## src/sv/mmts_pkg.sv

```systemverilog
// shared widths, codes and defaults of the multi-mode task scheduler
`default_nettype none
package mmts_pkg;

	localparam int SLOTS_DEF = 5;

	localparam int CMD_W   = 2;
	localparam int VAL_W   = 16;
	localparam int MODE_W  = 3;
	localparam int GSLOT_W = 4;
	localparam int BEST_W  = 17;

	localparam logic [CMD_W-1:0] CMD_YIELD = 2'd0;
	localparam logic [CMD_W-1:0] CMD_EXIT  = 2'd1;
	localparam logic [CMD_W-1:0] CMD_PRIO  = 2'd2;
	localparam logic [CMD_W-1:0] CMD_SHARE = 2'd3;

	localparam logic [MODE_W-1:0] MODE_RR    = 3'd0;
	localparam logic [MODE_W-1:0] MODE_INDEX = 3'd1;
	localparam logic [MODE_W-1:0] MODE_PRIO  = 3'd2;
	localparam logic [MODE_W-1:0] MODE_SHARE = 3'd3;
	localparam logic [MODE_W-1:0] MODE_SWEEP = 3'd4;

	localparam logic [BEST_W-1:0] PRIO_START = 17'd99999;
	localparam logic [VAL_W-1:0]  TBL_RESET  = 16'd1;

endpackage
`default_nettype wire

```

## src/sv/mmts_if.sv

```systemverilog
// event and grant channel interfaces
`default_nettype none
interface mmts_evt_if;
	import mmts_pkg::*;
	logic             valid;
	logic             ready;
	logic [CMD_W-1:0] cmd;
	logic [VAL_W-1:0] value;
	modport source (output valid, output cmd, output value, input ready);
	modport sink (input valid, input cmd, input value, output ready);
endinterface

interface mmts_grant_if;
	import mmts_pkg::*;
	logic               valid;
	logic               ready;
	logic               grant_valid;
	logic [GSLOT_W-1:0] grant_slot;
	modport source (output valid, output grant_valid, output grant_slot, input ready);
	modport sink (input valid, input grant_valid, input grant_slot, output ready);
endinterface
`default_nettype wire

```

## src/sv/multi_mode_task_scheduler.sv

```systemverilog
// multi-policy slot scheduler built around per-slot table memories
//
//  channel  | direction | payload                    | handshake
//  ---------+-----------+----------------------------+-------------
//  evt      | in        | cmd, value                 | valid/ready
//  grant    | out       | grant_valid, grant_slot    | valid/ready
//  cfg      | in        | cfg_wdata (policy mode)    | cfg_we
//
// set priority / set share: table read, write back, result, in that order
// yield or exit: one scan over the slot memories, one slot a cycle, with the slot
//   reads registered; priority and share modes may scan twice, and sweep mode steps
//   one slot a cycle
// one item at a time; evt.ready is high only while idle
// a finished result waits in the scan result register while grant is stalled
// reset restores the tables through per-slot valid bits, no clearing pass
`default_nettype none
module multi_mode_task_scheduler #(
	parameter int NUM_SLOTS = mmts_pkg::SLOTS_DEF
) (
	input  wire logic                      clk,
	input  wire logic                      arst_n,
	input  wire logic                      cfg_we,
	input  wire logic [mmts_pkg::MODE_W-1:0] cfg_wdata,
	mmts_evt_if.sink                       evt,
	mmts_grant_if.source                   grant
);
	import mmts_pkg::*;

	localparam int SW   = $clog2(NUM_SLOTS);
	localparam int CW   = $clog2(NUM_SLOTS + 1);
	localparam int KMAX = 2 * NUM_SLOTS + 2;
	localparam int KW   = $clog2(KMAX + 1);
	localparam logic [SW-1:0] SLOT_LAST = SW'(NUM_SLOTS - 1);
	localparam logic [SW-1:0] SLOT_ONE  = SW'(1);
	localparam logic [SW-1:0] SLOT_ZERO = '0;
	localparam logic [CW-1:0] CNT_ALL   = CW'(NUM_SLOTS);
	localparam logic [CW-1:0] CNT_LIN   = CW'(NUM_SLOTS - 1);
	localparam logic [CW-1:0] CNT_ONE   = CW'(1);
	localparam logic [KW-1:0] K_LAST    = KW'(KMAX - 1);

	typedef enum logic [4:0] {
		ST_IDLE  = 5'b00001,
		ST_WR    = 5'b00010,
		ST_SCAN  = 5'b00100,
		ST_SWEEP = 5'b01000,
		ST_FIN   = 5'b10000
	} state_t;

	state_t state_q;

	logic [MODE_W-1:0]    mode_q;
	logic [SW-1:0]        cur_q;
	logic                 sweep_up_q;
	logic [NUM_SLOTS-1:0] run_q;
	logic [NUM_SLOTS-1:0] ps_vld_q;
	logic [NUM_SLOTS-1:0] cnt_vld_q;

	logic [CMD_W-1:0] cmd_q;
	logic [VAL_W-1:0] value_q;

	// scan engine
	logic [SW-1:0]     p_q;
	logic [CW-1:0]     left_q;
	logic              pass2_q;
	logic [BEST_W-1:0] best_q;
	logic              vld_s1;
	logic [SW-1:0]     slot_s1;
	logic              last_s1;

	// sweep walker
	logic [SW-1:0] pid_q;
	logic          up_q;
	logic [KW-1:0] k_q;

	logic          res_vld_q;
	logic [SW-1:0] res_slot_q;

	logic               ov_q;
	logic               gv_q;
	logic [GSLOT_W-1:0] gs_q;

	// table memories: {priority, share} and served count
	logic [2*VAL_W-1:0] ps_mem [NUM_SLOTS];
	logic [VAL_W-1:0]   cnt_mem [NUM_SLOTS];
	logic [2*VAL_W-1:0] ps_rd_s1;
	logic [VAL_W-1:0]   cnt_rd_s1;
	logic               ps_vld_s1;
	logic               cnt_vld_s1;

	logic [SW-1:0]      rd_addr;
	logic               ps_we;
	logic [2*VAL_W-1:0] ps_wd;
	logic               cnt_we;
	logic [SW-1:0]      cnt_wa;
	logic [VAL_W-1:0]   cnt_wd;

	logic [VAL_W-1:0]  prio_s1;
	logic [VAL_W-1:0]  share_s1;
	logic [VAL_W-1:0]  cnt_s1;
	logic              run_s1;
	logic              hit;
	logic              end_pass;
	logic [BEST_W-1:0] best_nxt;
	logic [SW-1:0]     p_nxt;
	logic [SW-1:0]     cur_nxt;

	logic [SW-1:0] pid_a;
	logic          up_a;
	logic          skip;
	logic          sw_hit;

	logic accept;
	logic out_free;

	assign accept   = evt.valid && evt.ready;
	assign out_free = !ov_q || grant.ready;

	assign evt.ready         = (state_q == ST_IDLE);
	assign grant.valid       = ov_q;
	assign grant.grant_valid = gv_q;
	assign grant.grant_slot  = gs_q;

	assign rd_addr = (state_q == ST_IDLE) ? cur_q : p_q;
	assign p_nxt   = (p_q == SLOT_LAST) ? SLOT_ZERO : p_q + SLOT_ONE;
	assign cur_nxt = (cur_q == SLOT_LAST) ? SLOT_ZERO : cur_q + SLOT_ONE;

	// entries never written read as their reset values
	assign prio_s1  = ps_vld_s1 ? ps_rd_s1[2*VAL_W-1:VAL_W] : TBL_RESET;
	assign share_s1 = ps_vld_s1 ? ps_rd_s1[VAL_W-1:0] : TBL_RESET;
	assign cnt_s1   = cnt_vld_s1 ? cnt_rd_s1 : '0;
	assign run_s1   = run_q[slot_s1];

	always_comb begin
		case (mode_q)
			MODE_RR, MODE_INDEX: hit = vld_s1 && run_s1;
			MODE_PRIO:           hit = vld_s1 && run_s1 && pass2_q
			                           && ({1'b0, prio_s1} == best_q);
			MODE_SHARE:          hit = vld_s1 && run_s1 && (share_s1 > cnt_s1);
			default:             hit = 1'b0;
		endcase
	end

	assign end_pass = vld_s1 && last_s1 && !hit;
	assign best_nxt = (vld_s1 && run_s1 && !pass2_q && ({1'b0, prio_s1} < best_q))
	                  ? {1'b0, prio_s1} : best_q;

	// one step of the ping-pong walk
	always_comb begin
		pid_a = pid_q;
		up_a  = up_q;
		skip  = 1'b0;
		if (up_a) begin
			if (pid_a != SLOT_LAST) begin
				pid_a = pid_a + SLOT_ONE;
			end else begin
				up_a = 1'b0;
			end
		end
		if (!up_a) begin
			if (pid_a != SLOT_ONE) begin
				pid_a = pid_a - SLOT_ONE;
			end else begin
				up_a = 1'b1;
				skip = 1'b1;
			end
		end
	end

	assign sw_hit = !skip && run_q[pid_a];

	// table write ports
	always_comb begin
		ps_we  = 1'b0;
		ps_wd  = {prio_s1, value_q};
		cnt_we = 1'b0;
		cnt_wa = cur_q;
		cnt_wd = VAL_W'(1);
		if (state_q == ST_WR) begin
			ps_we = 1'b1;
			if (cmd_q == CMD_PRIO) begin
				ps_wd = {value_q, share_s1};
			end else begin
				cnt_we = 1'b1;
			end
		end else if (state_q == ST_SCAN && hit && mode_q == MODE_SHARE) begin
			cnt_we = 1'b1;
			cnt_wa = slot_s1;
			cnt_wd = cnt_s1 + VAL_W'(1);
		end
	end

	always_ff @(posedge clk) begin
		if (ps_we) begin
			ps_mem[cur_q] <= ps_wd;
		end
		if (cnt_we) begin
			cnt_mem[cnt_wa] <= cnt_wd;
		end
		ps_rd_s1   <= ps_mem[rd_addr];
		cnt_rd_s1  <= cnt_mem[rd_addr];
		ps_vld_s1  <= ps_vld_q[rd_addr];
		cnt_vld_s1 <= cnt_vld_q[rd_addr];
	end

	always_ff @(posedge clk) begin
		if (accept) begin
			cmd_q   <= evt.cmd;
			value_q <= evt.value;
		end
		if (state_q == ST_FIN && out_free) begin
			gv_q <= res_vld_q;
			gs_q <= res_vld_q ? GSLOT_W'(res_slot_q) : '0;
		end
	end

	always_ff @(posedge clk or negedge arst_n) begin
		if (!arst_n) begin
			state_q    <= ST_IDLE;
			mode_q     <= MODE_RR;
			cur_q      <= SLOT_ONE;
			sweep_up_q <= 1'b1;
			run_q      <= {{(NUM_SLOTS-1){1'b1}}, 1'b0};
			ps_vld_q   <= '0;
			cnt_vld_q  <= '0;
			p_q        <= '0;
			left_q     <= '0;
			pass2_q    <= 1'b0;
			best_q     <= PRIO_START;
			vld_s1     <= 1'b0;
			slot_s1    <= '0;
			last_s1    <= 1'b0;
			pid_q      <= '0;
			up_q       <= 1'b0;
			k_q        <= '0;
			res_vld_q  <= 1'b0;
			res_slot_q <= '0;
			ov_q       <= 1'b0;
		end else begin
			if (cfg_we) begin
				mode_q <= cfg_wdata;
			end
			if (ov_q && grant.ready) begin
				ov_q <= 1'b0;
			end
			if (ps_we) begin
				ps_vld_q[cur_q] <= 1'b1;
			end
			if (cnt_we) begin
				cnt_vld_q[cnt_wa] <= 1'b1;
			end
			vld_s1 <= 1'b0;

			case (state_q)
				ST_IDLE: begin
					if (accept) begin
						pass2_q <= 1'b0;
						best_q  <= PRIO_START;
						p_q     <= SLOT_ONE;
						left_q  <= CNT_LIN;
						if (evt.cmd == CMD_PRIO || evt.cmd == CMD_SHARE) begin
							state_q <= ST_WR;
						end else begin
							if (evt.cmd == CMD_EXIT) begin
								run_q[cur_q] <= 1'b0;
							end
							case (mode_q)
								MODE_RR: begin
									p_q     <= cur_nxt;
									left_q  <= CNT_ALL;
									state_q <= ST_SCAN;
								end
								MODE_INDEX, MODE_PRIO, MODE_SHARE: begin
									state_q <= ST_SCAN;
								end
								MODE_SWEEP: begin
									pid_q   <= cur_q;
									up_q    <= sweep_up_q;
									k_q     <= '0;
									state_q <= ST_SWEEP;
								end
								default: begin
									res_vld_q <= 1'b0;
									state_q   <= ST_FIN;
								end
							endcase
						end
					end
				end

				ST_WR: begin
					res_vld_q  <= run_q[cur_q];
					res_slot_q <= cur_q;
					state_q    <= ST_FIN;
				end

				ST_SCAN: begin
					best_q <= best_nxt;
					if (hit) begin
						res_vld_q  <= 1'b1;
						res_slot_q <= slot_s1;
						cur_q      <= slot_s1;
						state_q    <= ST_FIN;
					end else if (end_pass) begin
						if (mode_q == MODE_PRIO && !pass2_q) begin
							// second pass: rotate from current for the lowest priority
							pass2_q <= 1'b1;
							p_q     <= cur_nxt;
							left_q  <= CNT_ALL;
						end else if (mode_q == MODE_SHARE && !pass2_q) begin
							// every share used up: restart the counts and rescan
							pass2_q   <= 1'b1;
							cnt_vld_q <= '0;
							p_q       <= SLOT_ONE;
							left_q    <= CNT_LIN;
						end else begin
							res_vld_q <= 1'b0;
							state_q   <= ST_FIN;
						end
					end else if (left_q != '0) begin
						vld_s1  <= 1'b1;
						slot_s1 <= p_q;
						last_s1 <= (left_q == CNT_ONE);
						p_q     <= p_nxt;
						left_q  <= left_q - CNT_ONE;
					end
				end

				ST_SWEEP: begin
					if (sw_hit) begin
						res_vld_q  <= 1'b1;
						res_slot_q <= pid_a;
						cur_q      <= pid_a;
						sweep_up_q <= up_a;
						state_q    <= ST_FIN;
					end else if (k_q == K_LAST) begin
						res_vld_q <= 1'b0;
						state_q   <= ST_FIN;
					end else begin
						pid_q <= pid_a;
						up_q  <= up_a;
						k_q   <= k_q + KW'(1);
					end
				end

				ST_FIN: begin
					if (out_free) begin
						ov_q    <= 1'b1;
						state_q <= ST_IDLE;
					end
				end

				default: begin
					state_q <= ST_IDLE;
				end
			endcase
		end
	end

endmodule
`default_nettype wire
```

## src/flat_wrapper.sv

```systemverilog
// flat-port wrapper written by rule: the top's interface ports become plain ports
module multi_mode_task_scheduler_flat import mmts_pkg::*;
#(
	parameter int NUM_SLOTS = mmts_pkg::SLOTS_DEF
)
  (clk, arst_n, cfg_we, cfg_wdata, evt_valid, evt_cmd, evt_value, evt_ready, grant_valid, grant_grant_valid, grant_grant_slot, grant_ready);
  mmts_evt_if evt_i ();
  mmts_grant_if grant_i ();
  input  wire logic clk;
  input  wire logic arst_n;
  input  wire logic cfg_we;
  input  wire logic [mmts_pkg::MODE_W-1:0] cfg_wdata;
  input wire logic [$bits(evt_i.valid)-1:0] evt_valid;
  input wire logic [$bits(evt_i.cmd)-1:0] evt_cmd;
  input wire logic [$bits(evt_i.value)-1:0] evt_value;
  output wire logic [$bits(evt_i.ready)-1:0] evt_ready;
  output wire logic [$bits(grant_i.valid)-1:0] grant_valid;
  output wire logic [$bits(grant_i.grant_valid)-1:0] grant_grant_valid;
  output wire logic [$bits(grant_i.grant_slot)-1:0] grant_grant_slot;
  input wire logic [$bits(grant_i.ready)-1:0] grant_ready;
  assign evt_i.valid = evt_valid;
  assign evt_i.cmd = evt_cmd;
  assign evt_i.value = evt_value;
  assign evt_ready = evt_i.ready;
  assign grant_valid = grant_i.valid;
  assign grant_grant_valid = grant_i.grant_valid;
  assign grant_grant_slot = grant_i.grant_slot;
  assign grant_i.ready = grant_ready;
  multi_mode_task_scheduler #(.NUM_SLOTS(NUM_SLOTS)) u_core (.clk(clk), .arst_n(arst_n), .cfg_we(cfg_we), .cfg_wdata(cfg_wdata), .evt(evt_i), .grant(grant_i));
endmodule
```

## config.mk

```make
export PLATFORM = sky130hd
export DESIGN_NAME = multi_mode_task_scheduler_flat
export DESIGN_NICKNAME = d
export VERILOG_FILES = /design/src/sv/mmts_pkg.sv /design/src/sv/mmts_if.sv /design/src/sv/multi_mode_task_scheduler.sv /design/src/flat_wrapper.sv
export SDC_FILE = /design/constraint.sdc
export NUM_CORES = 1
export LEC_CHECK = 0
export BUFFER_PORTS_ARGS = -buffer_cell sky130_fd_sc_hd__clkbuf_2
export CAP_MARGIN = 20
export CORE_MARGIN = 3
export CORE_UTILIZATION = 40
export DETAILED_ROUTE_END_ITERATION = 12
export PLACE_DENSITY = 0.62
export SLEW_MARGIN = 0
export SYNTH_ARGS = -nofsm -noshare
export SYNTH_HDL_FRONTEND = slang
export SYNTH_SLANG_ARGS = --single-unit
export TNS_END_PERCENT = 50
```

## constraint.sdc

```tcl
create_clock -name clk -period 4 [get_ports clk]
set_clock_uncertainty 0.05 [all_clocks]
set_input_delay 0.4 -clock clk [delete_from_list [all_inputs] [get_ports clk]]
set_output_delay 0.4 -clock clk [all_outputs]
set_load 0.03 [all_outputs]
```

==> out/metrics.yaml <==
hold_depth: 1
post-route-util_pct: 46.8
clock_latency_ps: 530
path_class: "flip-flop to flip-flop"
p_leak_nw: 6.91
firstDrtPassIters: 5
cellPowerDensity_mw_per_mm2: 689
grt_pass1_wl_um: 55400
hold_viol_final: 0
layout_commonest_cell: "edfxtp_1"
synth_area_mm2: 0.0164
ir_drop_v: 0.000598
synthArstFlopShare_pct: 18.1
fmaxAchievable_ghz: 0.283
synthToLayoutAreaGrowth_pct: 14.4
synth-xor-area-share_pct: 0.847
clkTransAtPathRegs_ps: 60
path_common_cell: "buf_4"
worstPathArrival_ps: 3740
maxSlewViolCount: 0
num_io_pins: 33
setup_violations: 0
drive_above_1_share_pct: 23.4
synth.top_cell.area_share_pct: 48.0
place.port_buffers: 31
cts-root-buf: "clkbuf_16"
synth_flop_cell: "edfxtp_1"
wirelength_um: 34700
core-area_mm2: 0.0401
synth-edff-count: 262
cts_made_buffers: 41
dpl.hpwl_um: 22300
vias: 9240
tritoncts: "yes"
placed_cells: 1650
synth_simple_gate_area_share_pct: 8.41
finalCriticalPeriod_ps: 3530
fin_nets: 1254
fin_crit_sh_pct: 88.2
wire_per_inst_um: 19.9
die_w_um: 208
worstRegToRegCells: 10
syn_avg_cell_area_um2: 14.7
grt_pass1_vias: 9686
yosysSeqAreaShare_pct: 64.8
n_antenna_cell: 0
postCtsSetupBuffers: 0
min_to: "u_core.value_q[15]"
synth_nets: 1183
drt_first_iter_violations: 709
hp-class: "input pin to flip-flop"
antenna_found_initial: 0
drc_errors: 0
r2r_start: "u_core.ps_vld_s1"
netlist_instances: 1112
maxSlewHeadroom_pct: 34.4
final_cells: 1741
die_area_mm2: 0.0435
yosysWarnings: 0
crit_path_max_fanout: 18
ys_ff_latch: 381
rsz0062_at_grt: "no"
htreeDepth: 2
slowest_stage: "dfxtp_1"
yosysUniqueCellTypes: 78
endpoint_kind: "flip-flop"
synth_compound_area_share_pct: 5.33
min_from: "evt_value[15]"
synth_area_leader_cell: "edfxtp_1"
fin_setup_tns_ps: 0
grt_max_degree: 70
gp_congestion: 0.833
cts_hold_buffers: 15
track_usage_pct: 16.2
layout_common_cells: "262 x edfxtp_1, 90 x nand2_1, 68 x mux2_2, 59 x nor2_1, 54 x inv_1"
synthAdderAreaFrac_pct: 3.43
cp_cell_sequence: "buf_4, nand2_1, inv_1, ha_1, nand4b_1, or2_1, o31ai_1, o21ai_1, buf_4, a211oi_1"
initial_core_util_pct: 40.9
globalRouteOverflowTotal: 0
clk_path_buf_depth: 3
synth.area.mux_share_pct: 14.6
timing.rr.end: "u_core.cnt_mem[0][14]"
critPathRequiredTime_ps: 4210
dieHeight_um: 208
rows: 73
slowest_delay_ps: 670
yosys-top-cells-area: "edfxtp_1 48%, dfrtp_1 7.9%, mux4_2 6.9%, dfxtp_1 6.1%, mux2_2 4.7%"
viasPerCell: 5.31
critPathBufInv: 3
worst_pin_slew_ps: 983
status: "finished, final reports clean"
cts_sinks: 381
antenna_left: 0
critical-path-top-delay-family: "compound AO/OA/AOI/OAI gates"
synth_top_family_by_area: "multiplexers"
cts-resized-gates: 0
critPathLaunchType: "flip-flop"
ff2ff_setup_slack_ps: 470
cap_violations: 0
==> synthesized netlist by cell type (9+ instances only) <==
cell	instances
nor3_1	13
and2_1	21
o21ai_1	9
mux2_1	10
clkbuf_1	20
edfxtp_1	262
a21oi_1	27
inv_1	54
nor2_1	60
mux2_2	68
mux4_2	50
nor2b_1	10
xor2_1	9
nand3_1	18
o21ai_0	39
dfxtp_1	50
nand2_1	90
mux2i_1	34
nand4_1	9
buf_2	11
dfrtp_1	52
nand2b_1	10
ha_1	45
dfstp_2	17
==> final cells by class <==
type	instances	area, um2
timing repair buffer	70	526
multi-input combinational	634	5420
clock buffer	55	1150
sequential	381	10600
clock inverter	21	178
tap	525	657
inverter	55	206
fill	3454	21300
==> worst max path at each step <==
| stage | end | from | slack [ps] | cells after the start |
|---|---|---|---|---|
| floorplan | u_core.cnt_mem[4][0] | u_core.cnt_vld_s1 | 40 | 10 |
| global placement | u_core.cnt_mem[4][8] | u_core.ps_vld_s1 | 420 | 11 |
| detailed placement | u_core.cnt_mem[4][15] | u_core.ps_vld_s1 | 380 | 11 |
| CTS | u_core.cnt_mem[4][10] | u_core.ps_vld_s1 | 380 | 11 |
| global route | u_core.cnt_mem[3][3] | u_core.ps_vld_s1 | 110 | 10 |
| finish | u_core.cnt_mem[0][14] | u_core.ps_vld_s1 | 470 | 10 |
==> sequential cells by signal, indices dropped and copies added, names as in the netlist, 16 cells and up <==
register / count
u_core.best_q: 17
u_core.ps_rd_s1: 32
u_core.cnt_rd_s1: 16
u_core.cnt_mem: 80
u_core.ps_mem: 160
u_core.value_q: 16
==> where the power goes <==
part           internal [W]  total (W)  switching (W)  leakage, nW
combinational       0.00183    0.00389        0.00206         2.69
clock               0.00221    0.00370        0.00149        0.655
sequential          0.00494    0.00534       0.000396         3.56
==> routing by layer <==
layer	up-vias	part of all wire [%]	wire length, um	GRT usage, %
met4	0	2.2	776	4.39
met3	60	3.5	1220	2.41
met5	-	0	0	0
met2	176	49	16900	27.0
met1	4704	46	15800	22.2
li1	4300	-	-	-
==> logic make-up (layout without fill, tap and decap cells) <==
| group | Yosys count | count (layout) |
|---|---|---|
| DFF | 381 | 381 |
| and+or+nand+nor | 275 | 275 |
| muxes | 165 | 165 |
| AOI/OAI and AO/OA | 133 | 133 |
| buffers and inverters | 97 | 201 |
| adders and majority gates | 45 | 45 |
| xor gates and xnor gates | 15 | 15 |
| other | 1 | 1 |
==> metrics by stage <==
step	instance area [um2]	hold WS [ps]	setup slack, ps	power, W
final	18800	36.9	471	0.0129
after global routing	18800	15.6	112	0.0137
after CTS	18800	5.04	379	0.0131
after detailed placement	17300	404	383	0.00933
after global placement	17300	396	417	0.00927
after floorplan	16400	54.4	36.5	0.00828
(Power assumes the default switching activity.)
